**src/hw/rtl/v3a_pkg.sv**
```systemverilog
// ----------------------------------------------------------------------------
// v3a_pkg
// Types, operation codes and saturation helpers for the vector unit.
// ----------------------------------------------------------------------------
package v3a_pkg;

  localparam int WORD_BITS = 32;
  localparam int FRAC_BITS = 16;
  localparam int PROD_BITS = 2 * WORD_BITS;
  localparam int EXT_BITS  = PROD_BITS + 2;
  localparam int NUM_BITS  = WORD_BITS + FRAC_BITS;

  localparam logic [3:0] FN_ADD   = 4'd0;
  localparam logic [3:0] FN_NEG   = 4'd1;
  localparam logic [3:0] FN_SCALE = 4'd2;
  localparam logic [3:0] FN_DIV   = 4'd3;
  localparam logic [3:0] FN_DOT   = 4'd4;
  localparam logic [3:0] FN_CROSS = 4'd5;
  localparam logic [3:0] FN_LSQ   = 4'd6;
  localparam logic [3:0] FN_LEN   = 4'd7;
  localparam logic [3:0] FN_NORM  = 4'd8;

  localparam logic [1:0] ST_OK  = 2'd0;
  localparam logic [1:0] ST_SAT = 2'd1;
  localparam logic [1:0] ST_DZ  = 2'd2;

  typedef logic [WORD_BITS-1:0] word_t;

  typedef struct packed {
    logic [3:0]         func;
    logic signed [31:0] a_x;
    logic signed [31:0] a_y;
    logic signed [31:0] a_z;
    logic signed [31:0] b_x;
    logic signed [31:0] b_y;
    logic signed [31:0] b_z;
    logic signed [31:0] scalar_in;
  } in_data_t;

  typedef struct packed {
    logic signed [31:0] r_x;
    logic signed [31:0] r_y;
    logic signed [31:0] r_z;
    logic signed [31:0] scalar_out;
    logic [1:0]         status;
  } out_data_t;

  typedef struct packed {
    logic             valid;
    logic [3:0]       func;
    logic [2:0]       aneg;
    logic             sneg;
    word_t [2:0]      mag;
    word_t            dsor;
    word_t [2:0]      r;
    word_t            sc;
    logic             sat;
    logic             dz;
  } tok_t;

  typedef struct packed {
    word_t               rem;
    logic [NUM_BITS-1:0] nq;
  } lane_t;

  typedef struct packed {
    word_t w;
    logic  s;
  } sat_t;

  function automatic logic signed [EXT_BITS-1:0] ext_w(input word_t w);
    return {{(EXT_BITS-WORD_BITS){w[WORD_BITS-1]}}, w};
  endfunction

  function automatic logic signed [EXT_BITS-1:0] ext_p(input logic [PROD_BITS-1:0] p);
    return {{(EXT_BITS-PROD_BITS){p[PROD_BITS-1]}}, p};
  endfunction

  function automatic sat_t sat_word(input logic signed [EXT_BITS-1:0] v);
    logic signed [EXT_BITS-1:0] wmax;
    logic signed [EXT_BITS-1:0] wmin;
    sat_t res;
    wmax = {{(EXT_BITS-WORD_BITS+1){1'b0}}, {(WORD_BITS-1){1'b1}}};
    wmin = {{(EXT_BITS-WORD_BITS+1){1'b1}}, {(WORD_BITS-1){1'b0}}};
    if (v > wmax) begin
      res.w = {1'b0, {(WORD_BITS-1){1'b1}}};
      res.s = 1'b1;
    end else if (v < wmin) begin
      res.w = {1'b1, {(WORD_BITS-1){1'b0}}};
      res.s = 1'b1;
    end else begin
      res.w = v[WORD_BITS-1:0];
      res.s = 1'b0;
    end
    return res;
  endfunction

  function automatic sat_t sat_quot(input logic [NUM_BITS-1:0] q, input logic neg);
    logic [NUM_BITS-1:0] qmax;
    logic [NUM_BITS-1:0] qmin;
    sat_t res;
    qmax = {{(NUM_BITS-WORD_BITS+1){1'b0}}, {(WORD_BITS-1){1'b1}}};
    qmin = {{(NUM_BITS-WORD_BITS){1'b0}}, 1'b1, {(WORD_BITS-1){1'b0}}};
    if (!neg && q > qmax) begin
      res.w = {1'b0, {(WORD_BITS-1){1'b1}}};
      res.s = 1'b1;
    end else if (neg && q > qmin) begin
      res.w = {1'b1, {(WORD_BITS-1){1'b0}}};
      res.s = 1'b1;
    end else begin
      res.w = neg ? (~q[WORD_BITS-1:0]) + 1'b1 : q[WORD_BITS-1:0];
      res.s = 1'b0;
    end
    return res;
  endfunction

endpackage

```
**src/hw/rtl/v3a_div_cell.sv**
```systemverilog
// ----------------------------------------------------------------------------
// v3a_div_cell
// One quotient bit of restoring division for all three lanes.
// ----------------------------------------------------------------------------
module v3a_div_cell import v3a_pkg::*; (
  input  logic        clk,
  input  logic        rst_n,
  input  tok_t        tok_i,
  input  word_t       d_i,
  input  lane_t [2:0] lane_i,
  output tok_t        tok_o,
  output word_t       d_o,
  output lane_t [2:0] lane_o
);

  logic [WORD_BITS:0] t    [3];
  logic [WORD_BITS:0] diff [3];
  lane_t [2:0]        lane_nxt;
  tok_t               tok_r;
  word_t              d_r;
  lane_t [2:0]        lane_r;

  always_comb begin
    for (int i = 0; i < 3; i++) begin
      t[i]    = {lane_i[i].rem, lane_i[i].nq[NUM_BITS-1]};
      diff[i] = t[i] - {1'b0, d_i};
      lane_nxt[i].rem = !diff[i][WORD_BITS] ? diff[i][WORD_BITS-1:0] : t[i][WORD_BITS-1:0];
      lane_nxt[i].nq  = {lane_i[i].nq[NUM_BITS-2:0], !diff[i][WORD_BITS]};
    end
  end

  always_ff @(posedge clk) begin
    if (!rst_n) begin
      tok_r <= '0;
    end else begin
      tok_r <= tok_i;
    end
    d_r    <= d_i;
    lane_r <= lane_nxt;
  end

  assign tok_o  = tok_r;
  assign d_o    = d_r;
  assign lane_o = lane_r;

endmodule

```
**config.mk**
```make
export PLATFORM = sky130hd
export DESIGN_NAME = v3a_div_cell
export DESIGN_NICKNAME = d
export VERILOG_FILES = /design/src/hw/rtl/v3a_pkg.sv /design/src/hw/rtl/v3a_div_cell.sv
export SDC_FILE = /design/constraint.sdc
export NUM_CORES = 1
export LEC_CHECK = 0
export BUFFER_PORTS_ARGS = -buffer_cell sky130_fd_sc_hd__buf_4
export CAP_MARGIN = 5
export CELL_PAD_IN_SITES_DETAIL_PLACEMENT = 0
export CELL_PAD_IN_SITES_GLOBAL_PLACEMENT = 1
export CORE_AREA = 2 2 424 426
export CTS_BUF_LIST = sky130_fd_sc_hd__clkbuf_4 sky130_fd_sc_hd__clkbuf_8
export CTS_CLUSTER_DIAMETER = 50
export DETAILED_ROUTE_END_ITERATION = 16
export DIE_AREA = 0 0 426 428
export GPL_TIMING_DRIVEN = 0
export PLACE_DENSITY = 0.43
export SYNTH_ARGS = -nofsm -noshare
export SYNTH_HDL_FRONTEND = slang
export SYNTH_SLANG_ARGS = --single-unit
```
**constraint.sdc**
```tcl
create_clock -name clk -period 4.2 [get_ports clk]
set_clock_uncertainty 0.2 [all_clocks]
set_input_delay 0.63 -clock clk [delete_from_list [all_inputs] [get_ports clk]]
set_output_delay 0.63 -clock clk [all_outputs]
set_load 0.03 [all_outputs]
```
# ---- Yosys cells after proc, flatten, opt, wreduce, memory -nomap -nowiden
# Cells that the tools add are included.
dict set report op_classes {
  add_sub_neg 3
  n_mux 3
  reduce_logical 3
}
# cell n
set op_table {}
lappend op_table {{33-bit by 32-bit subtractor with 33-bit output} 3}
lappend op_table {{32-bit two-way mux} 3}
lappend op_table {{1-bit logical NOT} 3}
dict set report totals {
  regBits 539
  inputBits 541
  output_inout_bits 539
  elab_cells 30
}

# ---- Depth between registers and ports, before layout
dict set report logic_depth {
  word_depth 2
  mapped_depth 16
  depth_no_buf 13
}

# ---- Least setup slack after synthesis
# OpenSTA, ideal clock, no wires.
dict set report synth_path {
  path_kind {input to register}
  from {in lane_i[127] in the netlist's numbering}
  to {reg lane_r (netlist bit lane_o[149])}
  arrival_time_ns 3.430
  required_ns 3.879
  path_slack_ns 0.448
  stages 16
  n_path_buf 3
  path_cell_list {inv_1 ha_1 fa_1 nand2b_1 a21oi_1 o21ai_1 o31ai_1 o211a_1 a21o_4 a31oi_1 or3_1 buf_6 inv_6 buf_12 buf_12 mux2_4}
}
# item line
set synth_rtl {}
lappend synth_rtl {{from (decl)} v3a_div_cell.sv:10} ;# input lane_t [2:0] lane_i,
lappend synth_rtl {{to (signal assigned)} v3a_div_cell.sv:39} ;# lane_r <= lane_nxt;
lappend synth_rtl {{to (decl)} v3a_div_cell.sv:21} ;# lane_t [2:0] lane_r;

==> qor.yml <==
run_status:
  status: "finished, violations left"
  violations: "negative hold slack"
final_layout:
  syn2layout_area_growth_pct: 104
  final_layout_size_suffix_gt1_share_pct: 38.6
  layout_commonest_cell: "buf_4"
  stdcell_count: 5972
  final_cell_mix: "buf_4, dlygate4sd3_1, dfxtp_1, and2_1, clkbuf_8"
  nets: 4142
  fillerInstances: 19500
timing:
  min_period_over_period_pct: 98.0
  timing.fmax_ghz: 0.243
  worst_slew_pin_slew_ns: 1.09
  slew_viol_final: 0
  setup_viol: 0
  rsz0062_at_grt: "false"
  holdWs_ns: -0.240
  finalCriticalPeriod_ns: 4.11
  slew_headroom_pct: 26.7
  hold_viol_final: 4
  fin_tns_setup_ns: 0
clocking:
  root_buffer: "clkbuf_8"
  cts_num_sinks: 539
  cts_tree: "yes"
  cts_buffers: 118
  cts_max_path_buffers: 3
  clk_pin_slew_worst_paths_ns: 0.06
  htree_levels: 3
critical_path:
  crit_buf_inv: 6
  path_depth: 16
  critPathMaxFanout: 10
  critPathLaunch: "lane_i[138]"
  required_ns: 4.71
  critPathLaunchType: "input pin"
  cp_common_cell: "buf_12"
  cp_slowest_cell: "dlygate4sd3_1"
  cp-end-kind: "flop"
  cp_top_family: "compound AO/OA/AOI/OAI gates"
  worst_path_largest_cell_delay_ns: 0.57
  path_class: "input pin to flop"
  path_cells: "dlygate4sd3_1, buf_4, ha_1, a21o_1, o21bai_1, a21oi_1, nand3_2, o211a_1, a21o_4, o2111a_1, or3_1, buf_6, inv_6, buf_12, buf_12, mux2_4"
  crit_end: "lane_o[154]"
  worstPathArrival_ns: 4.62
synth:
  synthFlopType: "dfxtp_1"
  synth.net_count: 2387
  synth-compound-area-share_pct: 11.5
  synthAdderAreaFrac_pct: 6.65
  synth_top_family_by_area: "simple AND/OR/NAND/NOR gates"
  ys_types: 68
  seq_area_frac_synth_pct: 56.9
  syn_avg_cell_area_um2: 10.9
  synth_seq_cells: 539
  synth_edf_count: 0
  synth_largest_area_cell: "dfxtp_1"
  synth.mux.area_fraction_pct: 3.63
  syn_area_um2: 19000
  yosys-top-cells-area: "dfxtp_1, and2_1, ha_1"
  synthXorXnorAreaFrac_pct: 3.60
  synth_top_area_share_pct: 56.9
  postSynth.asyncResetShare_pct: 0
  yosys_warnings: 0
  synthSimpleGateAreaFrac_pct: 15.2
  synth_cells: 1747
route:
  drt_wl_total_um: 134000
  wl_per_cell_um: 22.5
  postRouteAntennaNets: 0
  viasPerCell: 3.31
  drt_pass1_iterations: 4
  num_vias: 19800
  route.detailed.drc: 0
  first_iter_violations: 685
global_route:
  antenna_found_initial: 23
  grt_usage_pct: 14.1
  grt_pass1_vias: 20900
  grt_pass1_wl_um: 176000
  grt_max_degree: 20
  overflow: 0
place:
  dp_cells: 5181
  numPortBuffers: 1078
  dp_hpwl_um: 114000
  gp_congestion: 0.858
floorplanning:
  core_area_um2: 178000
  start_util_pct: 10.7
  die_x_um: 426
  die_y_um: 428
  io_pins: 1080
  rows: 155
  die_area_um2: 182000
hold_path:
  hold_start: "d_i[0]"
  hold_class: "input pin to flop"
pwr:
  finalPower_mw: 17.1
  ir_drop_uv: 255
  leakage_nw: 17.5
  powerDensity_nw_per_um2: 442
run:
  maxCapViolations: 0
synth_stat cells, types with 4 or more instances:
master,count
dfxtp_1,539
and2_1,274
a21oi_1,99
ha_1,96
nand2_1,89
o21ai_0,75
inv_1,54
a21o_1,49
xnor2_1,48
nor2_1,47
mux2_2,46
clkbuf_1,43
xor2_1,30
nand3_1,20
o21bai_1,15
o31ai_1,15
nand4_1,14
nor2b_1,14
nor3_1,14
and3_1,13
nand2b_1,13
o21a_1,13
a211oi_1,10
a31oi_1,10
mux2_4,8
a211o_1,6
o211ai_1,6
buf_2,5
mux2i_1,5
o41ai_1,5
a21boi_0,4
nor4_1,4
o211a_1,4
or2_2,4
or3_1,4
final cells by class:
type | instances | area (um^2) | share of cell area (%)
repair buffers | 1635 | 13700 | 35.4
plain buffers | 54 | 263 | 0.680
flip-flops and latches | 539 | 10800 | 27.9
clock buffers | 173 | 2270 | 5.89
multi-input cells | 1098 | 7750 | 20.1
diodes | 9 | 22.5 | 0.0583
inverters | 56 | 219 | 0.567
well taps | 2355 | 2950 | 7.63
clock inverters | 53 | 693 | 1.79
per-layer routing:
layer  track usage (%)  wire length, um
met4              6.39             5990
met5                 0               41
met1              14.4            49000
met3              3.63             8300
met2              26.6            71200
metrics by stage:
| stage | setup WS [ns] | hold slack (ns) | instance area [um^2] | utilization, % |
|---|---|---|---|---|
| after detailed placement | -1.50 | 0.535 | 30000 | 16.9 |
| after global placement | -1.94 | 0.535 | 30000 | 16.9 |
| final | 0.0857 | -0.240 | 38600 | 21.7 |
| after floorplan | 0.448 | 0.458 | 19000 | - |
| after CTS | 0.000966 | -0.381 | 38500 | 21.7 |
| after global routing | 0.0357 | -0.315 | 38600 | 21.7 |
kinds of logic (layout without fill, tap and decap cells):
| family | count (synthesis) | after routing |
|---|---|---|
| flip-flops | 539 | 539 |
| buffers and inverters | 110 | 1971 |
| multiplexers | 59 | 59 |
| AO/OA/AOI/OAI | 342 | 342 |
| other | 0 | 9 |
| AND/OR/NAND/NOR | 520 | 520 |
| XOR/XNOR | 78 | 78 |
| adder cells (fa/ha/maj) | 99 | 99 |
what timing repair did:
item,CTS,global route
gates cloned,0,0
endpoints found under the hold margin,536,13
pin swaps,0,2
hold buffers,544,9
endpoints found under the setup margin,58,46
buffers inserted,0,3
gates resized for setup,4,13
sequential cells by signal, summed over array words and instances (netlist names):
| register | cells |
|---|---|
| tok_o | 267 |
| lane_o | 240 |
| d_o | 32 |
worst min path at each step:
stage | cells after the start | slack [ns] | endpoint
after floorplan | 0 | 0.46 | d_o[0]
after global placement | 1 | 0.53 | lane_o[6]
after detailed placement | 1 | 0.54 | lane_o[97]
after CTS | 1 | -0.38 | d_o[0]
after global routing | 1 | -0.32 | d_o[0]
final | 1 | -0.24 | d_o[0]
power by group:
group,internal [mW],switching (mW)
clock,4.28,2.86
sequential,5.56,0.158
combinational,1.79,2.42
total,11.6,5.44
No activity file was read; power rests on OpenSTA's default activity.
