--- src/hw/rtl/v3a_pkg.sv ---
// ----------------------------------------------------------------------------
// v3a_pkg
// Types, operation codes and saturation helpers for the vector unit.
// ----------------------------------------------------------------------------
package v3a_pkg;

  localparam int WORD_BITS = 32;
  localparam int FRAC_BITS = 16;
  localparam int PROD_BITS = 2 * WORD_BITS;
  localparam int EXT_BITS  = PROD_BITS + 2;
  localparam int NUM_BITS  = WORD_BITS + FRAC_BITS;

  localparam logic [3:0] FN_ADD   = 4'd0;
  localparam logic [3:0] FN_NEG   = 4'd1;
  localparam logic [3:0] FN_SCALE = 4'd2;
  localparam logic [3:0] FN_DIV   = 4'd3;
  localparam logic [3:0] FN_DOT   = 4'd4;
  localparam logic [3:0] FN_CROSS = 4'd5;
  localparam logic [3:0] FN_LSQ   = 4'd6;
  localparam logic [3:0] FN_LEN   = 4'd7;
  localparam logic [3:0] FN_NORM  = 4'd8;

  localparam logic [1:0] ST_OK  = 2'd0;
  localparam logic [1:0] ST_SAT = 2'd1;
  localparam logic [1:0] ST_DZ  = 2'd2;

  typedef logic [WORD_BITS-1:0] word_t;

  typedef struct packed {
    logic [3:0]         func;
    logic signed [31:0] a_x;
    logic signed [31:0] a_y;
    logic signed [31:0] a_z;
    logic signed [31:0] b_x;
    logic signed [31:0] b_y;
    logic signed [31:0] b_z;
    logic signed [31:0] scalar_in;
  } in_data_t;

  typedef struct packed {
    logic signed [31:0] r_x;
    logic signed [31:0] r_y;
    logic signed [31:0] r_z;
    logic signed [31:0] scalar_out;
    logic [1:0]         status;
  } out_data_t;

  typedef struct packed {
    logic             valid;
    logic [3:0]       func;
    logic [2:0]       aneg;
    logic             sneg;
    word_t [2:0]      mag;
    word_t            dsor;
    word_t [2:0]      r;
    word_t            sc;
    logic             sat;
    logic             dz;
  } tok_t;

  typedef struct packed {
    word_t               rem;
    logic [NUM_BITS-1:0] nq;
  } lane_t;

  typedef struct packed {
    word_t w;
    logic  s;
  } sat_t;

  function automatic logic signed [EXT_BITS-1:0] ext_w(input word_t w);
    return {{(EXT_BITS-WORD_BITS){w[WORD_BITS-1]}}, w};
  endfunction

  function automatic logic signed [EXT_BITS-1:0] ext_p(input logic [PROD_BITS-1:0] p);
    return {{(EXT_BITS-PROD_BITS){p[PROD_BITS-1]}}, p};
  endfunction

  function automatic sat_t sat_word(input logic signed [EXT_BITS-1:0] v);
    logic signed [EXT_BITS-1:0] wmax;
    logic signed [EXT_BITS-1:0] wmin;
    sat_t res;
    wmax = {{(EXT_BITS-WORD_BITS+1){1'b0}}, {(WORD_BITS-1){1'b1}}};
    wmin = {{(EXT_BITS-WORD_BITS+1){1'b1}}, {(WORD_BITS-1){1'b0}}};
    if (v > wmax) begin
      res.w = {1'b0, {(WORD_BITS-1){1'b1}}};
      res.s = 1'b1;
    end else if (v < wmin) begin
      res.w = {1'b1, {(WORD_BITS-1){1'b0}}};
      res.s = 1'b1;
    end else begin
      res.w = v[WORD_BITS-1:0];
      res.s = 1'b0;
    end
    return res;
  endfunction

  function automatic sat_t sat_quot(input logic [NUM_BITS-1:0] q, input logic neg);
    logic [NUM_BITS-1:0] qmax;
    logic [NUM_BITS-1:0] qmin;
    sat_t res;
    qmax = {{(NUM_BITS-WORD_BITS+1){1'b0}}, {(WORD_BITS-1){1'b1}}};
    qmin = {{(NUM_BITS-WORD_BITS){1'b0}}, 1'b1, {(WORD_BITS-1){1'b0}}};
    if (!neg && q > qmax) begin
      res.w = {1'b0, {(WORD_BITS-1){1'b1}}};
      res.s = 1'b1;
    end else if (neg && q > qmin) begin
      res.w = {1'b1, {(WORD_BITS-1){1'b0}}};
      res.s = 1'b1;
    end else begin
      res.w = neg ? (~q[WORD_BITS-1:0]) + 1'b1 : q[WORD_BITS-1:0];
      res.s = 1'b0;
    end
    return res;
  endfunction

endpackage

--- src/hw/rtl/v3a_sqrt_cell.sv ---
// ----------------------------------------------------------------------------
// v3a_sqrt_cell
// One root bit of the integer square root; remainder form, one bit a stage.
// ----------------------------------------------------------------------------
module v3a_sqrt_cell import v3a_pkg::*; #(
  parameter int BIT = 0
) (
  input  logic                 clk,
  input  logic                 rst_n,
  input  tok_t                 tok_i,
  input  logic [PROD_BITS-1:0] rem_i,
  input  word_t                root_i,
  output tok_t                 tok_o,
  output logic [PROD_BITS-1:0] rem_o,
  output word_t                root_o
);

  logic [PROD_BITS:0]   trial;
  logic [PROD_BITS:0]   diff;
  logic                 take;
  tok_t                 tok_r;
  logic [PROD_BITS-1:0] rem_r;
  word_t                root_r;

  always_comb begin
    trial = ({{(PROD_BITS+1-WORD_BITS){1'b0}}, root_i} << (BIT + 1))
          | ((PROD_BITS+1)'(1) << (2 * BIT));
    diff  = {1'b0, rem_i} - trial;
    take  = !diff[PROD_BITS];
  end

  always_ff @(posedge clk) begin
    if (!rst_n) begin
      tok_r <= '0;
    end else begin
      tok_r <= tok_i;
    end
    rem_r  <= take ? diff[PROD_BITS-1:0] : rem_i;
    root_r <= take ? (root_i | (word_t'(1) << BIT)) : root_i;
  end

  assign tok_o  = tok_r;
  assign rem_o  = rem_r;
  assign root_o = root_r;

endmodule

--- config.mk ---
export PLATFORM = sky130hd
export DESIGN_NAME = v3a_sqrt_cell
export DESIGN_NICKNAME = d
export VERILOG_FILES = /design/src/hw/rtl/v3a_pkg.sv /design/src/hw/rtl/v3a_sqrt_cell.sv
export SDC_FILE = /design/constraint.sdc
export NUM_CORES = 1
export LEC_CHECK = 0
export ABC_AREA = 1
export BUFFER_PORTS_ARGS = -buffer_cell sky130_fd_sc_hd__clkbuf_2
export CAP_MARGIN = 20
export CORE_AREA = 2 2 286 288
export DETAILED_ROUTE_END_ITERATION = 16
export DIE_AREA = 0 0 288 290
export GPL_TIMING_DRIVEN = 0
export SYNTH_ARGS = -nofsm -noshare
export SYNTH_HDL_FRONTEND = slang
export SYNTH_SLANG_ARGS = --single-unit
--- constraint.sdc ---
create_clock -name clk -period 2.6 [get_ports clk]
set_clock_uncertainty 0.05 [all_clocks]
set_input_delay 0.39 -clock clk [delete_from_list [all_inputs] [get_ports clk]]
set_output_delay 0.39 -clock clk [all_outputs]
set_load 0.03 [all_outputs]
Word level (Yosys, flattened, before mapping). Index checks and enable logic that the tools add are counted.

Bits in registers: 363. Bits in latches: 0. Memory bits (writable): 0. Memory bits (read-only): 0. Input port bits: 365. Output and inout bits: 363. Memories: 0.

Add/sub/neg operators: 1. $mul: 0. Divide/modulo/power cells: 0. $lt $le $gt $ge: 0. Equality and inequality tests: 0. Shift-type cells: 0. Multiplexer cells: 1. Bitwise gates (word level): 0. Reduce and logical (&&, ||, !) cells: 0.

Operator list (count): $sub 64x33->65 (1); $mux 64 (1).

Depth between registers and ports, before layout. Gate-level depths: netlist of run 1.

Depth after elaboration: 2. Gate-level depth with buffers: 16. Mapped depth without buffers: 16.

Worst setup path before layout of run 1. OpenSTA, ideal clock, no wires.

Path type: input-to-reg. Start point: in rem_i[0]. End point: reg rem_r[61] (netlist: rem_o[61]). Library setup time: 58 ps. Arrival time: 2015 ps. Required time: 2492 ps. Setup slack: 477 ps. Cell stages on the path: 16. Cell sequence: inv_1 -> fa_1 -> inv_1 -> nand2_1 -> nand2_1 -> nand3_1 -> nand2_1 -> nand2_1 -> nand2_1 -> nand2_1 -> nand2_2 -> nand2_1 -> nand2_2 -> buf_6 -> nand3_1 -> nand2_1.

Longest elaborated chain between the ends: 2.

RTL lines: start: declaration (line v3a_sqrt_cell.sv:11) `input logic [PROD_BITS-1:0] rem_i,`; $sub 64x33->65 (line v3a_sqrt_cell.sv:28) `diff = {1'b0, rem_i} - trial;`; $mux 64 (line v3a_sqrt_cell.sv:38) `rem_r <= take ? diff[PROD_BITS-1:0] : rem_i;`; end signal: assignment (line v3a_sqrt_cell.sv:38); end: declaration (line v3a_sqrt_cell.sv:22) `logic [PROD_BITS-1:0] rem_r;`.

Every way passes these cells. A chain may end at the register's enable or synchronous reset.

Final worst setup path of run 1.
Start point: in root_i[5]. End point: reg rem_r[45] (netlist: rem_o[45]).

Longest elaborated chain between the ends: 2.

RTL lines: start: declaration (line v3a_sqrt_cell.sv:12) `input word_t root_i,`; $sub 64x33->65 (line v3a_sqrt_cell.sv:28); $mux 64 (line v3a_sqrt_cell.sv:38).

Every way passes these cells.

==> flow_metrics.tcl, run 1 <==
set metrics [dict create \
    outcome "finished clean" \
    post_syn_area_per_cell_um2 7.10 \
    tritoncts "built" \
    floorplan.io_pins 728 \
    power.density_mw_per_mm2 683 \
    synth.distinct_cells 29 \
    syn_inst 2001 \
    drt-total-wl_mm 92.6 \
    grt_max_degree 14 \
    worstSetupEndpointType "flip-flop" \
    maximum_root_to_sink_buffer_count 3 \
    drt_pass1_iterations 6 \
    power.static_leakage_nw 13.8 \
    first_global_vias 15800 \
    worstMarginPinSlew_ps 724 \
    postSynth.asyncResetShare 0 \
    worst-path-max-fanout 10 \
    ranking_of_synthesized_cells_by_area "dfxtp_1, nand2_1, inv_1, nor2_1, ha_1" \
    synth_nets 2399 \
    postCtsSetupRepairBufs 0 \
    grt_setup_unrepaired "no" \
    num_rows 104 \
    htree_num_levels 2 \
    synth.yosys.warnings 0 \
    final.min_clock_period_ps 2510 \
    max_cap_viol 0 \
    final.fill_count 8778 \
    setup.worst_path.class "input pin to flip-flop" \
    post-synth-top-area-fraction 0.511 \
    flow.area_growth_from_synthesis_pct 66.5 \
    postSynthRegisterBits 363 \
    grt_antenna_before_repair 23 \
    drt.antenna.violating_nets 0 \
    layout_commonest_cell "nand2_1" \
    wl_per_cell_um 22.2 \
    final-max-slew-violation-count 0 \
    design.core.area_mm2 0.0802 \
    die_x_um 288 \
    grt_first_pass_wirelength_mm 123 \
    report.power.total_mw 16.2 \
    startpoint_type "input pin" \
    cts_made_buffers 46 \
    drive_gt1_frac 0.267 \
    achievable-frequency_mhz 398 \
    dp_hpwl_mm 78.3 \
    mappedNetlistArea_mm2 0.0142 \
    synth.largest_area_cell "dfxtp_1" \
    grt-ovfl-total 0 \
    via_per_inst 3.87 \
    dr_total_vias 16100 \
    hold_path_class "input pin to flip-flop" \
    worst_ep_arrival_time_ps 2900 \
    report.final.setup_viol 0 \
    design.die.area_mm2 0.0835 \
    die_y_um 290 \
    irDropWorstVdd_mv 0.504 \
    fin_nets 3459 \
    drt_drc_violations_left 0 \
    synth_ff_type "dfxtp_1" \
    post-route-period-util 0.966 \
    relSlewSlack 0.518 \
    detailedRoute.firstIterationViolations 850 \
    clock-root-buffer "clkbuf_16" \
    timing.final.hold_violations 0 \
    clock_sink_count 363 \
    placement.io_buffers 726 \
    overall_track_demand_over_capacity_in_global_routing 0.214 \
    finish.utilization 0.295 \
    floorplan.initialDensity 0.177 \
    clkTransAtPathRegs_ps 60 \
    synth_edf_count 0 \
    gp_routability_congestion 0.917 \
    mostFrequentLayoutCells "nand2_1, clkbuf_2, inv_1, dfxtp_1, dlygate4sd3_1" \
    yosysSeqAreaShare 0.511 \
    worstPathRequired_ps 2980 \
]
-- per-layer routing --
layer	up-vias	part of all wire	wire length, um	track usage
met5	-	0.00071	66	0
met1	7425	0.40	36800	0.243
met4	10	0.045	4130	0.0806
li1	7907	-	-	-
met3	148	0.085	7910	0.0719
met2	642	0.47	43700	0.368
-- critical path: stages --
cell	delay [ps]
clkbuf_2	120
inv_1	50
ha_1	320
nand2_1	200
inv_1	80
a21oi_1	160
nand2_1	180
nand2_1	100
nand2_1	170
nand2_1	160
nand2_2	120
a21boi_4	310
buf_2	380
a21oi_1	160
-- worst paths after layout --
| check | from | to | cells past startpoint |
|---|---|---|---|
| max | root_i[5] | rem_o[45]$_DFF_P_ | 14 |
| min | tok_i[184] | tok_o[184]$_SDFF_PN0_ | 3 |
-- through the flow --
step / worst slack [ps] / hold slack, ps / setup TNS [ps] / instances / area [um2]
global route: 5.15 / 6.86 / 0 / 4163 / 23600
global placement: -612 / 458 / -28370 / 3787 / 19200
finish: 87.7 / 25.6 / 0 / 4171 / 23700
CTS: 40.1 / 1.30 / 0 / 4157 / 23600
floorplan: 477 / 368 / 0 / 2001 / 14200
detailed placement: -586 / 462 / -26630 / 3787 / 19200
-- cells by family after synthesis --
logic type | synth area share
AO/OA/AOI/OAI | 0.0298
adder cells (fa/ha/maj) | 0.0296
buffers and inverters | 0.142
AND/OR/NAND/NOR | 0.270
flip-flops | 0.511
XOR/XNOR | 0.0173
-- registers in the layout, summed over array words and instances, names as in the netlist --
register,count
rem_o,64
tok_o,267
root_o,32
-- final cells by class --
type / instances / area, um2 / share of cell area
Inverter: 494 / 1850 / 0.0784
Buffer: 39 / 173 / 0.00730
Sequential cell: 363 / 7270 / 0.307
Clock inverter: 28 / 338 / 0.0143
Timing Repair Buffer: 1012 / 6500 / 0.275
Multi-Input combinational cell: 1105 / 4930 / 0.208
Antenna cell: 14 / 35.0 / 0.00148
Tap cell: 1060 / 1330 / 0.0561
Clock buffer: 56 / 1240 / 0.0524
-- power breakdown --
group | switching [mW] | leakage, nW | internal (mW)
Sequential | 0.109 | 3.04 | 5.95
Clock | 2.80 | 0.759 | 3.93
Combinational | 2.29 | 9.97 | 1.08
Total | 5.20 | 13.8 | 11.0
-- timing repair --
item	4_1_cts	5_1_grt
hold buffers	286	0
endpoints found under the hold margin	286	0
gates resized for setup	0	3
endpoints found under the setup margin	0	22
-- synthesized netlist by cell type, types with 14 or more instances --
library cell and instances:
nor2_1 118, ha_1 32, o21ai_0 18, nand2_1 737, nand3b_1 19, nand3_1 52, nor3_1 19, a21oi_1 57
clkbuf_1 30, xor2_1 14, dfxtp_1 363, inv_1 494, xnor2_1 14
No activity file was read; power rests on OpenSTA's default activity.
==> run 2, diff against run 1 <==
--- a/config.mk
+++ b/config.mk
@@ -8,9 +8,9 @@
 export ABC_AREA = 1
 export BUFFER_PORTS_ARGS = -buffer_cell sky130_fd_sc_hd__clkbuf_2
 export CAP_MARGIN = 20
-export CORE_AREA = 2 2 286 288
+export CORE_AREA = 2 2 285 287
 export DETAILED_ROUTE_END_ITERATION = 16
-export DIE_AREA = 0 0 288 290
+export DIE_AREA = 0 0 287 289
 export GPL_TIMING_DRIVEN = 0
 export SYNTH_ARGS = -nofsm -noshare
 export SYNTH_HDL_FRONTEND = slang
==> constraint.sdc (replaced) <==
create_clock -name clk -period 2.9 [get_ports clk]
set_clock_uncertainty 0.05 [all_clocks]
set_input_delay 0.435 -clock clk [delete_from_list [all_inputs] [get_ports clk]]
set_output_delay 0.435 -clock clk [all_outputs]
set_load 0.03 [all_outputs]
==> flow_metrics.tcl, run 2 (same netlist as run 1, synthesis figures left out) <==
set metrics [dict create \
    outcome "finished clean" \
    report.power.total_mw 14.2 \
    maximum_root_to_sink_buffer_count 3 \
    gp_routability_congestion 0.902 \
    grt_max_degree 14 \
    drt.antenna.violating_nets 0 \
    cts_made_buffers 46 \
    grt_busiest_layer "met2" \
    num_rows 104 \
    mostFrequentLayoutCells "nand2_1, clkbuf_2, inv_1, dfxtp_1, dlygate4sd3_1" \
    power.static_leakage_nw 13.4 \
    worst-path-buf-inv 5 \
    critical_path.cell_chain "dlygate4sd3_1 > clkbuf_2 > inv_1 > ha_1 > nand2_1 > nor2_2 > nand2_1 > nor2_1 > nand2_1 > nand2_2 > a21boi_4 > buf_12 > buf_4 > a21oi_1" \
    irDropWorstVdd_mv 0.423 \
    setup.worst_path.class "input pin to flip-flop" \
    fin_nets 3375 \
    floorplan.io_pins 728 \
    via_per_inst 3.83 \
    post-route-period-util 0.951 \
    globalRouteMet3Util 0.0658 \
    power.density_mw_per_mm2 624 \
    worstSetupEndpointType "flip-flop" \
    worstMarginPinSlew_ps 763 \
    grt_antenna_before_repair 30 \
    finish.utilization 0.286 \
    worstPathRequired_ps 3290 \
    dp_hpwl_mm 75.6 \
    largest_reg_flops 267 \
    htree_num_levels 2 \
    post_placement_cell_area_mm2 0.0192 \
    grt_setup_unrepaired "no" \
    drive_gt1_frac 0.275 \
    final.min_clock_period_ps 2760 \
    drt_pass1_iterations 5 \
    max_cap_viol 0 \
    report.final.setup_viol 0 \
    grt_first_pass_wirelength_mm 116 \
    placement.io_buffers 726 \
    final-max-slew-violation-count 0 \
    dr_total_vias 15600 \
    worst-path-max-fanout 10 \
    cell_family_with_most_cp_delay "buffers and inverters" \
    gr-usage-met1 0.230 \
    layout_commonest_cell "nand2_1" \
    fin_hold_ws_ps 35.4 \
    floorplan.initialDensity 0.178 \
    post_route_cell_area_mm2 0.0228 \
    design.core.area_mm2 0.0799 \
    die_x_um 287 \
    startpoint_type "input pin" \
    design.die.area_mm2 0.0829 \
    die_y_um 289 \
    clock-root-buffer "clkbuf_16" \
    worst_path_max_delay_cell "dlygate4sd3_1" \
    drt-total-wl_mm 88.7 \
    detailedRoute.firstIterationViolations 896 \
    first_global_vias 15400 \
    worst_ep_arrival_time_ps 3150 \
    tritoncts "built" \
    hold_path_class "input pin to flip-flop" \
    achievable-frequency_mhz 363 \
    overall_track_demand_over_capacity_in_global_routing 0.205 \
    clkTransAtPathRegs_ps 60 \
    wl_per_cell_um 21.7 \
    relSlewSlack 0.491 \
    drt_drc_violations_left 0 \
    grt_use_met2 0.348 \
    timing.final.hold_violations 0 \
    critPathMostFrequentCell "nand2_1" \
    grt-ovfl-total 0 \
    clock_sink_count 363 \
    flow.area_growth_from_synthesis_pct 60.6 \
    critPathMaxStageDelay_ps 530 \
]
-- run 2: cell count changes in the layout (fill, tap and decap cells not counted), moves of 2 or more --
| cell | delta |
|---|---|
| dlygate4sd3_1 | -86 |
| clkinv_2 | -5 |
| buf_2 | -4 |
| buf_4 | +4 |
| clkbuf_8 | +3 |
| clkinv_4 | +3 |
| diode_2 | +3 |
| buf_6 | +2 |
| bufinv_16 | -2 |
| clkbuf_1 | +2 |
| inv_6 | -2 |
-- run 2: power by group --
group | switching [mW] | leakage [nW] | internal (mW)
sequential | 0.119 | 3.04 | 5.34
clock | 2.48 | 0.733 | 3.42
combinational | 2.00 | 9.63 | 0.893
total | 4.60 | 13.4 | 9.65
-- run 2: final timing paths --
| check | startpoint | slack [ps] | cells past startpoint | end |
|---|---|---|---|---|
| worst min-delay path | tok_i[43] | 40 | 3 | tok_o[43]$_SDFF_PN0_ |
| worst max-delay path | root_i[16] | 140 | 14 | rem_o[42]$_DFF_P_ |
-- run 2: cell type report --
| class | instances | area (um2) |
|---|---|---|
| fillers | 8847 | 57100 |
| clock inverters | 22 | 248 |
| plain buffers | 39 | 193 |
| repair buffers | 928 | 5660 |
| inverters | 494 | 1850 |
| flip-flops and latches | 363 | 7270 |
| multi-input cells | 1105 | 4940 |
| clock buffers | 61 | 1290 |
| diodes | 17 | 42.5 |
| well taps | 1060 | 1330 |
-- run 2: per-layer routing --
metal	share of wire	vias to the layer above
met5	0.0016	-
met4	0.051	22
met3	0.087	148
met2	0.47	595
met1	0.39	7133
li1	-	7744
-- run 2: what timing repair did --
| action | 4_1_cts | 5_1_grt |
|---|---|---|
| hold buffers | 200 | 0 |
| resized for setup | 0 | 21 |
| hold endpoints to repair | 200 | 0 |
| buffers inserted | 0 | 2 |
| endpoints found under the setup margin | 0 | 52 |
-- run 2: tightest hold or removal path, cell delays in order --
cell,delay (ps)
clkbuf_2,110
nand2_1,50
inv_1,40
-- run 2: metrics by stage --
stage	instances	setup slack, ps	TNS, ps
3_3_place_gp	3787	-433	-12770
5_1_grt	4080	0.0171	0
4_1_cts	4070	9.71	0
6_report	4089	143	0
2_1_floorplan	2001	732	0
3_5_place_dp	3787	-416	-12120
